<file path="src/rtl/rcd_pkg.sv">
// Rod cutting DP package: sizes and widths shared by the top level and checker.
// No dependencies.
package rcd_pkg;

  localparam int MAX_LEN = 64;
  localparam int PRICE_W = 16;
  localparam int REV_W   = 22;
  localparam int LEN_W   = 7;
  localparam int CNT_W   = $clog2(MAX_LEN + 1);
  localparam int ADDR_W  = $clog2(MAX_LEN);
  localparam int ENTRY_W = REV_W + LEN_W;

  localparam logic [REV_W-1:0] REV_MAX = {REV_W{1'b1}};

endpackage

</file>
<file path="src/rtl/rcd_ram.sv">
// Generic single-port-write, single-port-read RAM with registered read data.
// No dependencies.
module rcd_ram #(
  parameter int WIDTH = 8,
  parameter int DEPTH = 64
) (
  input  logic                     clk_i,
  input  logic                     we_i,
  input  logic [$clog2(DEPTH)-1:0] waddr_i,
  input  logic [WIDTH-1:0]         wdata_i,
  input  logic [$clog2(DEPTH)-1:0] raddr_i,
  output logic [WIDTH-1:0]         rdata_o
);

  logic [WIDTH-1:0] mem_q [DEPTH];

  always_ff @(posedge clk_i) begin
    if (we_i) begin
      mem_q[waddr_i] <= wdata_i;
    end
    rdata_o <= mem_q[raddr_i];
  end

endmodule

</file>
<file path="src/rtl/rod_cutting_dp.sv">
// Rod cutting DP top level: price load, revenue table fill, result readout.
// Depends on rcd_pkg and rcd_ram.
// Load: one price per cycle while busy is low. On the last price the block goes busy,
// fills each length j with one price/revenue RAM read pair per cut, then emits
// L results on consecutive cycles, not stallable.
// Reset clears the control state and load count; RAM contents are not cleared.
module rod_cutting_dp
  import rcd_pkg::*;
(
  input  logic               clk_i,
  input  logic               rst_ni,
  input  logic               start,
  output logic               busy,
  input  logic [PRICE_W-1:0] price_i,
  input  logic               last_price_i,
  output logic               strobe_o,
  output logic [LEN_W-1:0]   rod_length_o,
  output logic [REV_W-1:0]   best_revenue_o,
  output logic [LEN_W-1:0]   first_cut_o,
  output logic               final_result_o
);

  localparam logic [1:0] S_LOAD = 2'd0;
  localparam logic [1:0] S_CALC = 2'd1;
  localparam logic [1:0] S_FIN  = 2'd2;
  localparam logic [1:0] S_OUT  = 2'd3;

  logic [1:0]       state_q, state_d;
  logic [CNT_W-1:0] cnt_q, cnt_d, len_q, len_d, i_q, i_d, j_q, j_d;
  logic [CNT_W-1:0] rd_i_q, rd_i_d;
  logic             rd_vld_q, rd_vld_d, rd_zero_q, rd_zero_d;
  logic [REV_W-1:0] best_q, best_d;
  logic [LEN_W-1:0] cut_q, cut_d;
  logic             out_vld_q, out_vld_d, out_fin_q, out_fin_d;
  logic [LEN_W-1:0] out_len_q, out_len_d;

  logic               pr_we;
  logic [ADDR_W-1:0]  pr_raddr;
  logic [PRICE_W-1:0] pr_rdata;
  logic               rv_we;
  logic [ADDR_W-1:0]  rv_raddr;
  logic [ENTRY_W-1:0] rv_wdata, rv_rdata;

  logic [REV_W:0]     sum;
  logic [REV_W-1:0]   cand, best_new;
  logic [LEN_W-1:0]   cut_new;
  logic               take;

  assign pr_we = (state_q == S_LOAD) && start && (cnt_q < CNT_W'(MAX_LEN));

  rcd_ram #(.WIDTH(PRICE_W), .DEPTH(MAX_LEN)) u_price_ram (
    .clk_i   (clk_i),
    .we_i    (pr_we),
    .waddr_i (cnt_q[ADDR_W-1:0]),
    .wdata_i (price_i),
    .raddr_i (pr_raddr),
    .rdata_o (pr_rdata)
  );

  // entry j-1 holds {cut[j], best[j]}; best[0] is forced to zero on read
  rcd_ram #(.WIDTH(ENTRY_W), .DEPTH(MAX_LEN)) u_rev_ram (
    .clk_i   (clk_i),
    .we_i    (rv_we),
    .waddr_i (ADDR_W'(j_q - CNT_W'(1))),
    .wdata_i (rv_wdata),
    .raddr_i (rv_raddr),
    .rdata_o (rv_rdata)
  );

  assign pr_raddr = ADDR_W'(i_q - CNT_W'(1));
  assign rv_raddr = (state_q == S_OUT) ? ADDR_W'(j_q - CNT_W'(1))
                                       : ADDR_W'(j_q - i_q - CNT_W'(1));

  assign sum      = (REV_W+1)'(pr_rdata) +
                    {1'b0, (rd_zero_q ? {REV_W{1'b0}} : rv_rdata[REV_W-1:0])};
  assign cand     = sum[REV_W] ? REV_MAX : sum[REV_W-1:0];
  assign take     = rd_vld_q && (cand > best_q);
  assign best_new = take ? cand : best_q;
  assign cut_new  = take ? LEN_W'(rd_i_q) : cut_q;

  assign rv_we    = (state_q == S_FIN);
  assign rv_wdata = {cut_new, best_new};

  always_comb begin
    state_d   = state_q;
    cnt_d     = cnt_q;
    len_d     = len_q;
    i_d       = i_q;
    j_d       = j_q;
    rd_vld_d  = 1'b0;
    rd_i_d    = i_q;
    rd_zero_d = (i_q == j_q);
    best_d    = best_new;
    cut_d     = cut_new;
    out_vld_d = 1'b0;
    out_len_d = LEN_W'(j_q);
    out_fin_d = (j_q == len_q);
    case (state_q)
      S_LOAD: begin
        if (start) begin
          if (pr_we) begin
            cnt_d = cnt_q + CNT_W'(1);
          end
          if (last_price_i) begin
            len_d   = pr_we ? cnt_q + CNT_W'(1) : cnt_q;
            cnt_d   = '0;
            i_d     = CNT_W'(1);
            j_d     = CNT_W'(1);
            best_d  = '0;
            cut_d   = LEN_W'(1);
            state_d = S_CALC;
          end
        end
      end
      S_CALC: begin
        rd_vld_d = 1'b1;
        if (i_q == j_q) begin
          state_d = S_FIN;
        end else begin
          i_d = i_q + CNT_W'(1);
        end
      end
      S_FIN: begin
        best_d = '0;
        cut_d  = LEN_W'(1);
        i_d    = CNT_W'(1);
        if (j_q == len_q) begin
          j_d     = CNT_W'(1);
          state_d = S_OUT;
        end else begin
          j_d     = j_q + CNT_W'(1);
          state_d = S_CALC;
        end
      end
      S_OUT: begin
        out_vld_d = 1'b1;
        if (j_q == len_q) begin
          state_d = S_LOAD;
        end else begin
          j_d = j_q + CNT_W'(1);
        end
      end
      default: begin
        state_d = S_LOAD;
      end
    endcase
  end

  always_ff @(posedge clk_i or negedge rst_ni) begin
    if (!rst_ni) begin
      state_q   <= S_LOAD;
      cnt_q     <= '0;
      len_q     <= '0;
      i_q       <= '0;
      j_q       <= '0;
      rd_vld_q  <= 1'b0;
      out_vld_q <= 1'b0;
    end else begin
      state_q   <= state_d;
      cnt_q     <= cnt_d;
      len_q     <= len_d;
      i_q       <= i_d;
      j_q       <= j_d;
      rd_vld_q  <= rd_vld_d;
      out_vld_q <= out_vld_d;
    end
  end

  always_ff @(posedge clk_i) begin
    rd_i_q    <= rd_i_d;
    rd_zero_q <= rd_zero_d;
    best_q    <= best_d;
    cut_q     <= cut_d;
    out_len_q <= out_len_d;
    out_fin_q <= out_fin_d;
  end

  assign busy           = (state_q != S_LOAD);
  assign strobe_o       = out_vld_q;
  assign rod_length_o   = out_len_q;
  assign best_revenue_o = rv_rdata[REV_W-1:0];
  assign first_cut_o    = rv_rdata[ENTRY_W-1:REV_W];
  assign final_result_o = out_fin_q;

endmodule

</file>
<file path="config.mk">
export PLATFORM = sky130hd
export DESIGN_NAME = rod_cutting_dp
export DESIGN_NICKNAME = d
export VERILOG_FILES = /design/src/rtl/rcd_pkg.sv /design/src/rtl/rcd_ram.sv /design/src/rtl/rod_cutting_dp.sv
export SDC_FILE = /design/constraint.sdc
export NUM_CORES = 2
export LEC_CHECK = 0
export BUFFER_PORTS_ARGS = -buffer_cell sky130_fd_sc_hd__buf_2
export CORE_MARGIN = 5
export CORE_UTILIZATION = 33
export CTS_BUF_LIST = sky130_fd_sc_hd__clkbuf_16
export DETAILED_ROUTE_END_ITERATION = 8
export GPL_TIMING_DRIVEN = 1
export PLACE_DENSITY = 0.58
export SLEW_MARGIN = 30
export SYNTH_ARGS = -nofsm -noshare
export SYNTH_HDL_FRONTEND = slang
export SYNTH_SLANG_ARGS = --single-unit
</file>
<file path="constraint.sdc">
create_clock -name clk_i -period 9.2 [get_ports clk_i]
set_input_delay 0.92 -clock clk_i [delete_from_list [all_inputs] [get_ports clk_i]]
set_output_delay 0.92 -clock clk_i [all_outputs]
set_load 0.05 [all_outputs]
</file>
Word level (Yosys, flattened, before mapping):

Memories as Yosys holds them, arrays and structs flattened. A register that Yosys moved wholly into a read port is not among the register bits.
Index checks and enable logic that the tools add are counted.
W data, S select, Z words.

* add/subtract/negate cells: 8
* magnitude comparators: 2
* eq/ne operators: 11
* muxes and demuxes: 32
* reduce and logical (&&, ||, !) cells: 12

Operators by type and width (number)
* $mux W22: 5
* $mux W7: 10
* $pmux W22 S2: 1
* $pmux W7 S3: 2
* $add A16 B22 Y23: 1
* $gt A22 B22 Y1: 1
* $add A7 B1 Y7 const B: 3
* $sub A6 B1 Y6 const B: 3
* $eq A7 B7 Y1: 2
* $pmux W7 S2: 1
* $ne A2 B2 Y1 const B: 6
* $reduce_and A4 Y1: 3
* $mux W2: 5
* $pmux W2 S4: 1
* $lt A7 B7 Y1 const B: 1
* $mux W1: 6
* $mux W6: 1
* $reduce_bool A3 Y1: 2
* $sub A6 B6 Y6: 1
* $eq A2 B2 Y1 const B: 2
* $logic_and A1 B1 Y1: 3
* $reduce_and A3 Y1: 1
* $eq A2 B1 Y1 const B: 1
* $logic_not A2 Y1: 1
* other kinds (2): 2

* bits in writable memories: 2880
* memories kept: 2
* output and inout bits: 39
* word-level logic and storage cells: 80
* input bits: 20
* register bits after elaboration: 77

Memories
* u_rev_ram.mem_q: words 64, width 29, rd ports 1, clocked after Yosys merged registers in 1, write ports 1, RTL line rcd_ram.sv:15 `logic [WIDTH-1:0] mem_q [DEPTH];`
* u_price_ram.mem_q: words 64, width 16, rd ports 1, clocked after Yosys merged registers in 1, write ports 1, RTL line rcd_ram.sv:15

Depth between registers and ports, before layout:

* depth in word-level cells: 9
* depth in mapped cells: 24
* depth with buffers taken out: 21

Hierarchy:

Synthesis repeated with hierarchy kept, for this count alone.

* cells, all modules: 5887
* area, all modules: 118062.0 um2

Modules (own cells, without submodules)
* rcd_ram (u_rev_ram): area each 72618.4 um2, times used 1, cells an instance 3407, seq. area each 56314.0 um2
* rcd_ram (u_price_ram): area each 40042.2 um2, times used 1, cells an instance 1829, seq. area each 31069.8 um2
* rod_cutting_dp: area each 5401.4 um2, times used 1, cells an instance 651, seq. area each 1701.6 um2

Least setup slack after synthesis:

OpenSTA, ideal clock, no wires.

* path type: register to register
* start point: reg rd_zero_q
* end point: mem u_rev_ram.mem_q[0][2] in the netlist's numbering, data pin
* setup time: 0.593 ns
* data required time: 8.607 ns
* data arrival time: 6.538 ns
* path buffers: 5
* stages on the path, launching flop included: 21
* path slack: 2.070 ns
* clock period less this slack: 7.130 ns
* cell sequence: dfxtp_1 > clkbuf_1 > clkbuf_1 > nor2b_1 > ha_1 > a211o_1 > and2_1 > nor3_1 > a21oi_1 > o21ai_1 > clkbuf_1 > nand2_1 > ha_1 > and2_1 > a221o_1 > a221oi_1 > a21oi_1 > a21boi_0 > clkbuf_1 > clkbuf_1 > a31oi_1

* longest elaborated chain between the ends: 6

RTL lines
* from (decl): RTL line rod_cutting_dp.sv:31 `logic rd_vld_q, rd_vld_d, rd_zero_q, rd_zero_d;`
* from (signal assigned): RTL line rod_cutting_dp.sv:171 `rd_zero_q <= rd_zero_d;`
* $mux W22 *: RTL line rod_cutting_dp.sv:75 `{1'b0, (rd_zero_q ? {REV_W{1'b0}} : rv_rdata[REV_W-1:0])};`
* $add A16 B22 Y23 *: RTL line rod_cutting_dp.sv:74 `assign sum = (REV_W+1)'(pr_rdata) +`
* $mux W22 *: RTL line rod_cutting_dp.sv:76 `assign cand = sum[REV_W] ? REV_MAX : sum[REV_W-1:0];`
* $gt A22 B22 Y1: RTL line rod_cutting_dp.sv:77 `assign take = rd_vld_q && (cand > best_q);`
* $logic_and A1 B1 Y1: RTL line rod_cutting_dp.sv:77
* $mux W22 *: RTL line rod_cutting_dp.sv:78 `assign best_new = take ? cand : best_q;`
* named net best_new[2]: RTL line rod_cutting_dp.sv:45 `logic [REV_W-1:0] cand, best_new;`
* to (decl): RTL line rcd_ram.sv:15

Mark *: on every way through the listed nets, which the timed path passes. The rest lies on a longest branch.

Final worst setup path:

* start point: reg rd_zero_q
* end point: mem u_rev_ram.mem_q[45][17] in the netlist's numbering, data pin

Same word-level chain as after synthesis.

==> impl_metrics.tcl <==
set metrics [dict create \
    timing.critical_path.required_ns 9.75 \
    run_status "complete, no violations" \
    cts_buffer_depth 4 \
    globalRoute.totalOverflow 0 \
    fmaxAchievable_mhz 143 \
    first_iteration_detailed_routing_drc_count 8487 \
    critPathArrivalTime_ns 7.56 \
    fillers 32437 \
    wire_per_inst_um 27.6 \
    cp_max_fo 64 \
    slew_violations 0 \
    ios 59 \
    drcViolationCount 0 \
    grt_util_all_layers 0.176 \
    drt-total-wl_um 333000 \
    layout-drive-gt1-share 0.176 \
    finalHoldViolCount 0 \
    async_reset_ff_frac 0.0107 \
    fp.coreArea_mm2 0.355 \
    setup-tns-final_ns 0 \
    gp_congestion 0.848 \
    cp-end-kind "register" \
    grt_max_degree 146 \
    finalSetupViolCount 0 \
    finish.net_count 7138 \
    final_antenna_net_count 0 \
    dr.pass1.iters 6 \
    syn_to_final_growth_pct 13.9 \
    slew_headroom 0.312 \
    seq_area_frac_synth 0.758 \
    met3_usage 0.0270 \
    clockRootBuffer "clkbuf_16" \
    syn_area_mm2 0.118 \
    synth_warnings 0 \
    cts_buffers 293 \
    period_minus_slack_ns 7.01 \
    criticalPathCategory "reg -> reg" \
    synth.net_count 6992 \
    synth_edf_count 2880 \
    grt_util_met1 0.249 \
    most_frequent_standard_cell_in_the_layout_excluding_fill_and_tap_cells "edfxtp_1" \
    register_to_register_setup_slack_ns 2.19 \
    clkSlewWorstSetupHoldPaths_ns 0.06 \
    netlist-cell-type-count 78 \
    cts_tree "done" \
    cts-hold-fix-buffers 0 \
    grt_setup_unrepaired "false" \
    via_count 65585 \
    grt_pass1_vias 64324 \
    clock_latency_ns 0.87 \
    timing.hold.worst.class "in -> async" \
    worst_clock_skew_ns 0.0557 \
    cts_repair_resize_count 0 \
    dieHeight_um 607 \
    mean_instance_size_in_the_synthesized_netlist_um2 17.0 \
    place.port_buffers 58 \
    floorplan.die.width_um 607 \
    place_hpwl_um 177000 \
    worst_slew_pin_slew_ns 1.03 \
    synth_cells 6922 \
    dieArea_mm2 0.368 \
    gr-max-usage-layer "met2" \
    ys_ff_latch 3002 \
    grt_first_pass_wirelength_um 473000 \
    groute.layer.met2.usage 0.282 \
    antenna_violations_before_repair 14 \
    via_per_inst 5.45 \
    initial_core_util 0.331 \
    tritoncts_num_sinks 3002 \
    placementRows 219 \
    ys.flop_type "edfxtp_1" \
    mostFrequentLayoutCells "edfxtp_1, nand2_1, mux4_2" \
    finalCritPeriodShare 0.762 \
    postCtsSetupRepairBufs 0 \
    cap_viol_max_count 0 \
    crit_path_start_kind "register" \
    cts-htree-levels 5 \
]
==> metal layers <==
layer,up-vias,wire length [um]
li1,27512,-
met1,34420,137000
met2,3083,158000
met3,568,27800
met4,2,10500
met5,-,13
==> sequential cells by signal, summed over array words and instances, names as in the netlist <==
signal / cells
u_rev_ram.mem_q: 1856
u_price_ram.mem_q: 1024
u_rev_ram.rdata_o: 29
best_q: 22
u_price_ram.rdata_o: 16
cnt_q: 7
cut_q: 7
i_q: 7
j_q: 7
len_q: 7
rd_i_q: 7
rod_length_o: 7
state_q: 2
final_result_o: 1
rd_vld_q: 1
rd_zero_q: 1
strobe_o: 1
==> path summary, 6_finish.rpt <==
path	startpoint	cells after the start	endpoint
setup / recovery	rd_zero_q	22	u_rev_ram.mem_q[45][17]
hold / removal	rst_ni	1	strobe_o
setup reg to reg	rd_zero_q	22	u_rev_ram.mem_q[45][17]
hold reg to reg	i_q[6]	0	rd_i_q[6]
max in group asynchronous	rst_ni	1	i_q[0]
min in group clk_i	i_q[6]	0	rd_i_q[6]
==> cell families (layout without fill, tap and decap cells) <==
family,after synthesis,in the layout,synth area share
adders and majority gates,50,50,0.00545
AOI/OAI and AO/OA,790,790,0.0450
DFF,3002,3002,0.758
buffers and inverters,483,846,0.0177
muxes,493,493,0.0929
other,0,4,0
and+or+nand+nor,2054,2054,0.0771
xor gates and xnor gates,50,50,0.00379
==> through the flow <==
step	util	hold WS (ns)	setup WS (ns)	std cells	cell area, um^2
after global placement	0.350	0.411	2.21	11519	125000
final	0.377	0.184	2.19	12040	134000
after detailed placement	0.351	0.422	2.27	11521	125000
after CTS	0.376	0.149	2.22	12033	134000
after floorplan	-	0.342	2.07	6922	118000
after global routing	0.377	0.215	1.81	12036	134000
==> final cells by class <==
cell class	count	area (um^2)	share of cell area
Antenna cell	4	10.0	0.0000748
Clock buffer	312	7810	0.0583
Clock inverter	200	1260	0.00938
Inverter	53	199	0.00149
Multi-Input combinational cell	3437	27300	0.204
Sequential cell	3002	89100	0.665
Tap cell	4751	5940	0.0444
Timing Repair Buffer	281	2260	0.0169
==> critical path, cell delays in order, from the launching register on <==
cell and delay (ns):
dfxtp_1 0.63, nor2b_1 0.24, ha_1 0.21, inv_1 0.07
fa_1 0.43, nor2b_1 0.19, o2111ai_1 0.19, a21bo_2 0.26
a21oi_1 0.29, nor2_1 0.11, nor2_1 0.71, or2_2 0.24
ha_1 0.24, a21o_1 0.16, a221o_1 0.31, a221oi_1 0.53
a21oi_1 0.14, a21boi_4 0.16, buf_4 0.33, and2_1 0.30
and2_1 0.22, nor2_4 0.10, buf_4 0.51
==> Yosys cell counts (5+ instances only) <==
master,n,share of area
or3_1,32,0.0017
a311oi_1,56,0.0042
nand2_1,1168,0.037
nor2b_1,24,0.0013
dfxtp_1,90,0.015
and3_1,201,0.011
and2_1,26,0.0014
a221oi_1,7,0.00052
nand2b_1,13,0.00069
clkbuf_1,257,0.0082
buf_4,13,0.00083
nand3_1,268,0.011
buf_6,11,0.0011
buf_1,40,0.0013
o21ai_0,27,0.0011
a21oi_1,107,0.0046
nand4_1,15,0.00080
nor3_1,71,0.0030
a211oi_1,99,0.0063
edfxtp_1,2880,0.74
inv_1,52,0.0017
ha_1,48,0.0051
nor2_1,203,0.0065
mux4_2,476,0.091
a21o_1,16,0.0010
a22oi_1,38,0.0024
o22ai_1,140,0.0075
xor2_1,24,0.0018
nand3b_1,5,0.00032
a31oi_1,233,0.012
a22o_1,28,0.0021
dfrtp_1,32,0.0068
mux2_2,12,0.0011
xnor2_1,25,0.0019
buf_2,109,0.0046
Power is not shown: default switching activity piles up to over one toggle a cycle in this logic, so the estimate is an artifact.
